<file path="src/hw/rtl/ctl_pkg.sv">
`timescale 1ns / 1ps
// ----------------------------------------------------------------------------
// ctl_pkg - shared types and constants of the closed tour length unit
// Field widths, item kinds, read selects, the controller state type and the
// command and status bundles between controller and datapath.
// ----------------------------------------------------------------------------
package ctl_pkg;

  // Fixed field widths of the stream words.
  localparam int IDX_W   = 12;
  localparam int COORD_W = 24;
  localparam int LEN_W   = 38;
  localparam int IN_DATA_W  = 64;
  localparam int OUT_DATA_W = 40;

  // Item kinds carried on tuser.
  localparam logic KIND_LOAD = 1'b0;
  localparam logic KIND_TOUR = 1'b1;

  // Which stored city index drives the coordinate table read.
  typedef enum logic [1:0] {
    RD_PREV  = 2'd0,
    RD_CUR   = 2'd1,
    RD_FIRST = 2'd2
  } rd_sel_t;

  // Controller states, one-hot.
  typedef enum logic [9:0] {
    S_IDLE = 10'b00_0000_0001,
    S_RD_A = 10'b00_0000_0010,
    S_RD_B = 10'b00_0000_0100,
    S_DIFF = 10'b00_0000_1000,
    S_SQX  = 10'b00_0001_0000,
    S_SQY  = 10'b00_0010_0000,
    S_ADD  = 10'b00_0100_0000,
    S_ROOT = 10'b00_1000_0000,
    S_ACC  = 10'b01_0000_0000,
    S_EMIT = 10'b10_0000_0000
  } state_t;

  // Commands from the controller to the datapath.
  typedef struct packed {
    logic    wr_load;     // write the accepted load word into the table
    logic    latch_tour;  // capture index and last mark of a tour word
    logic    start_tour;  // open a new tour at the accepted index
    rd_sel_t rd_sel;      // table read address select
    logic    cap_a;       // capture the first endpoint coordinates
    logic    cap_b;       // form absolute differences with the second endpoint
    logic    sq_x;        // square dx
    logic    sq_y;        // square dy
    logic    add_s;       // add the squares and start the root
    logic    root_step;   // one digit of the square root
    logic    acc;         // round the root and add it to the total
    logic    set_prev;    // previous city takes the current city
    logic    emit;        // load the output register and close the tour
  } cmd_t;

  // Status from the datapath to the controller.
  typedef struct packed {
    logic tour_open;
    logic item_last;
    logic root_done;
    logic out_full;
  } sts_t;

endpackage

</file>
<file path="src/hw/rtl/ctl_ctrl.sv">
`timescale 1ns / 1ps
// ----------------------------------------------------------------------------
// ctl_ctrl - sequencer of the closed tour length unit
// Accepts words while idle and steps the datapath through the edge
// computation: two table reads, squares, sum, serial root, accumulate.
// ----------------------------------------------------------------------------
module ctl_ctrl
  import ctl_pkg::*;
(
  input  logic clk,
  input  logic rst_n,
  input  logic in_tvalid,
  input  logic in_kind,
  input  logic in_last,
  output logic in_tready,
  input  sts_t sts,
  output cmd_t cmd
);

  state_t state_r, state_nxt;
  logic   closing_r, closing_nxt;
  logic   accept;

  assign in_tready = (state_r == S_IDLE);
  assign accept    = in_tready && in_tvalid;

  // Next state and command decode.
  always_comb begin
    state_nxt   = state_r;
    closing_nxt = closing_r;
    cmd         = '0;
    cmd.rd_sel  = RD_PREV;
    unique case (state_r)
      S_IDLE: begin
        if (accept && (in_kind == KIND_LOAD)) begin
          cmd.wr_load = 1'b1;
        end else if (accept) begin
          cmd.latch_tour = 1'b1;
          if (!sts.tour_open) begin
            // A new tour adds no edge; a one-city tour closes at once.
            cmd.start_tour = 1'b1;
            if (in_last) begin
              state_nxt = S_EMIT;
            end
          end else begin
            closing_nxt = 1'b0;
            state_nxt   = S_RD_A;
          end
        end
      end
      S_RD_A: begin
        cmd.rd_sel = RD_PREV;
        state_nxt  = S_RD_B;
      end
      S_RD_B: begin
        cmd.rd_sel = closing_r ? RD_FIRST : RD_CUR;
        cmd.cap_a  = 1'b1;
        state_nxt  = S_DIFF;
      end
      S_DIFF: begin
        cmd.cap_b = 1'b1;
        state_nxt = S_SQX;
      end
      S_SQX: begin
        cmd.sq_x  = 1'b1;
        state_nxt = S_SQY;
      end
      S_SQY: begin
        cmd.sq_y  = 1'b1;
        state_nxt = S_ADD;
      end
      S_ADD: begin
        cmd.add_s = 1'b1;
        state_nxt = S_ROOT;
      end
      S_ROOT: begin
        cmd.root_step = 1'b1;
        if (sts.root_done) begin
          state_nxt = S_ACC;
        end
      end
      S_ACC: begin
        cmd.acc = 1'b1;
        if (closing_r) begin
          state_nxt = S_EMIT;
        end else begin
          cmd.set_prev = 1'b1;
          if (sts.item_last) begin
            closing_nxt = 1'b1;
            state_nxt   = S_RD_A;
          end else begin
            state_nxt = S_IDLE;
          end
        end
      end
      S_EMIT: begin
        if (!sts.out_full) begin
          cmd.emit  = 1'b1;
          state_nxt = S_IDLE;
        end
      end
      default: begin
        state_nxt = S_IDLE;
      end
    endcase
  end

  // State registers.
  always_ff @(posedge clk) begin
    if (!rst_n) begin
      state_r   <= S_IDLE;
      closing_r <= 1'b0;
    end else begin
      state_r   <= state_nxt;
      closing_r <= closing_nxt;
    end
  end

endmodule

</file>
<file path="config.mk">
export PLATFORM = sky130hd
export DESIGN_NAME = ctl_ctrl
export DESIGN_NICKNAME = d
export VERILOG_FILES = /design/src/hw/rtl/ctl_pkg.sv /design/src/hw/rtl/ctl_ctrl.sv
export SDC_FILE = /design/constraint.sdc
export NUM_CORES = 1
export LEC_CHECK = 0
export BUFFER_PORTS_ARGS = -buffer_cell sky130_fd_sc_hd__buf_4
export CAP_MARGIN = 10
export CORE_AREA = 2 2 45 58
export CTS_BUF_LIST = sky130_fd_sc_hd__clkbuf_16
export DETAILED_ROUTE_END_ITERATION = 8
export DIE_AREA = 0 0 47 60
export PLACE_DENSITY_LB_ADDON = 0.3
export SLEW_MARGIN = 15
export SYNTH_ARGS = -nofsm -noshare
export SYNTH_HDL_FRONTEND = slang
export SYNTH_SLANG_ARGS = --single-unit
</file>
<file path="constraint.sdc">
create_clock -name clk -period 2.8 [get_ports clk]
set_clock_uncertainty 0.15 [all_clocks]
set_input_delay 0.84 -clock clk [delete_from_list [all_inputs] [get_ports clk]]
set_output_delay 0.84 -clock clk [all_outputs]
set_load 0.02 [all_outputs]
</file>
Yosys cells after proc, flatten, opt, wreduce, memory -nomap -nowiden
Cells that the tools add are included.

$add $sub $neg: 0. $mul: 0. Divide/modulo/power cells: 0. $lt $le $gt $ge: 0. Equal/unequal tests: 16. Shift operators: 0. Multiplexer cells: 32. Bitwise gates (word level): 1. Reductions and logical operators: 5.

Operators with widths (count): case mux 10 bit (10 select lines) (1); 2-to-1 mux 10 bit (7); 2-to-1 mux 1 bit (16); 2-to-1 mux 2 bit (6); equality test 10 x 1 -> 1 bit (second input constant) (1); equality test 10 bit (second input constant) (1); equality test 10 x 2 -> 1 bit (second input constant) (1); equality test 10 x 3 -> 1 bit (second input constant) (1); equality test 10 x 4 -> 1 bit (second input constant) (1); equality test 10 x 5 -> 1 bit (second input constant) (1); equality test 10 x 6 -> 1 bit (second input constant) (1); equality test 10 x 7 -> 1 bit (second input constant) (1); equality test 10 x 8 -> 1 bit (second input constant) (1); equality test 10 x 9 -> 1 bit (second input constant) (1); != test 2 bit (second input constant) (3); AND reduction 5 bit (1); != test 2 x 1 -> 1 bit (second input constant) (2); AND reduction 4 bit (1); 2-to-1 mux 3 bit (1); != test 3 x 2 -> 1 bit (second input constant) (1); logical AND 1 bit (2); case mux 1 bit (2 select lines) (1); nonzero test 2 bit (1); NOT 1 bit (1).

Register bits: 11. Bits in latches: 0. Bits in writable memories: 0. ROM bits: 0. Input bits: 9. Output and inout bits: 15. Logic and storage cells: 56. Memories kept: 0.

Longest topological paths before layout
Depth in word-level cells: 5. Mapped depth: 6.

Worst setup path after synthesis
No wires, ideal clock.

Kind: register to output. Start: register state_r[6]. End: output port cmd[11] (netlist bit). Arrival: 1.866 ns. Path slack: -0.056 ns. Cell stages (with the launch flop): 6. Buffers on the path: 1. Cell sequence: dfxtp_1 buf_6 or4_4 nor3_2 nand3_1 nor2_1.

RTL lines: from (decl) (line ctl_ctrl.sv:20) `state_t state_r, state_nxt;`; from (signal assigned) (line ctl_ctrl.sv:114) `state_r <= state_nxt;`; to (decl) (line ctl_ctrl.sv:17) `output cmd_t cmd`.

==> impl_metrics.ini <==
[detailed_routing]
remaining_drc_errors = 0
detailedRoute.firstPassIterationCount = 4
drt.antenna.violating_nets = 0
drt-initial-drc-count = 13
avgViaCountPerCell = 5.208
vias = 776
routed_length_per_instance_um = 14.32
wl_um = 2133

[global_route]
first_global_vias = 751
number_of_antenna_violations_at_the_first_check_in_global_routing = 0
grt_start_max_net_pins = 11
grt_pass1_wl_um = 3312
grtUsageMet3 = 0.02417
grt_util_all_layers = 0.1663
grt_remaining_overflow = 0
grt-busiest-layer = met2
global_route.usage.met1 = 0.1872
use_met2 = 0.2759

[floorplan]
floorplan.die.width_um = 47
die_h_um = 60
top_level_ports = 24
initial_core_util = 0.3321
placement_rows = 20
core-area_sq_um = 2302
design.die.area_sq_um = 2820

[layout]
most-common-layout-cells = sky130_fd_sc_hd__buf_4, sky130_fd_sc_hd__nor2_1, sky130_fd_sc_hd__dfxtp_1
layout_commonest_cell = sky130_fd_sc_hd__buf_4
antenna-diode-count = 0
num-nets-final = 126
area.growth.synth_to_final_pct = 42.55
drive_gt1_frac = 0.3793
layout.filler_cells = 236

[cts]
cts_buffers = 3
clkTransAtPathRegs_ps = 40
cts_sinks = 11
clk_root_buffer_cell = sky130_fd_sc_hd__clkbuf_16
clock_tree.htree_level_count = 1
clockBufferDepth = 2
clk-insertion-delay-late_ps = 240
tritoncts = yes

[setup_path]
required_ps = 1810
reg_to_reg_endpoint = state_r[0]$_SDFFE_PN1P_
reg2reg_setup_slack_ps = 740
cp-end-kind = primary output
worst-endpoint-arrival_ps = 1780
crit_type = flop to primary output
cp_max_fo = 10
rr_startpoint = state_r[6]$_SDFFE_PN0P_
worstRegToRegCells = 4
critPathLaunchType = flop

[min_path]
hold_path_end = state_r[9]$_SDFFE_PN0P_
holdCritStartpoint = state_r[6]$_SDFFE_PN0P_
timing.hold.worst_path_depth = 3
min_path_type = flop to flop

[synthesis]
post_synthesis_sequential_area_ratio = 0.2881
post_synth_num_cell_types = 40
synth-seq-cells = 11
post-synth-top-area-fraction = 0.2881
async_reset_ff_frac = 0
post_synth_inst_count = 91
primary_ff_master_synth = sky130_fd_sc_hd__dfxtp_1
synth_enable_flop_cells = 0
post_synth_main_area_contributors = sky130_fd_sc_hd__dfxtp_1, sky130_fd_sc_hd__nor2_1, sky130_fd_sc_hd__nor3_1
synthesized_net_count = 100
synth.avg_cell_area_sq_um = 8.401
synth.yosys.warnings = 0
synth_area_sq_um = 764.5
synth.largest_area_cell = sky130_fd_sc_hd__dfxtp_1

[pwr]
leakagePower_uw = 0.0004677
p_total_uw = 604.9
worst_ir_drop_vdd_v = 0.0002735
power_density_nw_per_um2 = 555.1

[timing]
relSlewSlack = 0.5946
timing.final.hold_violations = 0
setup_tns_ps = 0
post-route-min-period_ps = 2772
max_freq_ghz = 0.3608
timing_worst_slew_pin_value_ps = 606.1
timing.final.crit_share = 0.9899
drv_slew = 0
finalSetupViolations = 0
grt_setup_unrepaired = true
fin_worst_hold_slack_ps = 500.7

[place]
place_congestion = 0.8286
placed_wire_length_estimate_after_detailed_placement_um = 1591
io_buffers = 23

[run_status]
outcome = completed

[run]
max_cap_violations = 0
worst max-delay path by stage:
| stage | end | from | cells past startpoint |
|---|---|---|---|
| CTS | cmd[1] | state_r[8]$_SDFFE_PN0P_ | 3 |
| detailed placement | cmd[11] | state_r[6]$_SDFFE_PN0P_ | 5 |
| floorplan | cmd[11] | state_r[6]$_SDFFE_PN0P_ | 5 |
| finish | cmd[11] | state_r[6]$_SDFFE_PN0P_ | 5 |
| global placement | cmd[11] | state_r[6]$_SDFFE_PN0P_ | 5 |
| global route | cmd[6] | state_r[1]$_SDFFE_PN0P_ | 4 |
critical path, stage by stage (launching register included):
cell	delay (ps)
sky130_fd_sc_hd__dfxtp_4	370
sky130_fd_sc_hd__or4_4	590
sky130_fd_sc_hd__nor3_4	240
sky130_fd_sc_hd__nand3_2	110
sky130_fd_sc_hd__nor2_1	100
sky130_fd_sc_hd__buf_4	140
Yosys cell counts (all sizes together) (2+ instances only):
cell type	instances
nor3b	4
inv	2
nand2b	2
nor4b	4
a21oi	2
dfxtp	11
nor3	9
nand2	5
nand4b	2
o31ai	2
buf	3
and4b	2
nor2	11
nor4	3
nand4	2
or4	2
or3	2
nand3	2
o21ai	2
xor2	2
and3	2
nor2b	3
per-layer routing:
metal	share of wire	vias up	routed length (um)
li1	-	399	-
met1	0.41	352	865
met2	0.54	19	1145
met3	0.031	6	66
met4	0.026	0	55
met5	0	-	0
sequential cells by signal, indices dropped and copies added (netlist names):
register	flops
state_r	10
closing_r	1
area by class of cell:
cell class / count / area [sq um] / area share
Clock buffer: 3 / 75.07 / 0.06889
Clock inverter: 1 / 3.754 / 0.003444
Inverter: 2 / 7.507 / 0.006889
Multi-Input combinational cell: 74 / 548.0 / 0.5029
Sequential cell: 11 / 226.5 / 0.2078
Tap cell: 33 / 41.29 / 0.03789
Timing Repair Buffer: 25 / 187.7 / 0.1722
logic make-up (layout without fill, tap and decap cells):
logic type,Yosys count,in the layout,share of synthesized area
compound gates,14,14,0.1637
xor+xnor,2,2,0.02292
buf+inv,6,31,0.05401
flops,11,11,0.2881
simple gates,58,58,0.4714
metrics by stage:
| stage | util | instance area [sq um] | setup WS [ps] | instances |
|---|---|---|---|---|
| after floorplan | - | 770.7 | 56.83 | 91 |
| after global placement | 0.4163 | 958.4 | 244.9 | 144 |
| after detailed placement | 0.4163 | 958.4 | 207.3 | 144 |
| after CTS | 0.4576 | 1054 | 4.384 | 148 |
| after global routing | 0.4734 | 1090 | -36.72 | 149 |
| final | 0.4734 | 1090 | 28.15 | 149 |
timing repair:
action / 4_1_cts / 5_1_grt
pin swaps: 1 / 3
resized for setup: 4 / 8
hold buffers: 0 / 0
endpoints found under the setup margin: 3 / 10
buffers inserted: 0 / 1
where the power goes:
group	switching [uW]	total, uW	internal, uW
sequential	12.7	177	164
combinational	96.8	171	74.3
clock	69.5	257	187
total	179	605	426
No activity file was read; power rests on OpenSTA's default activity.
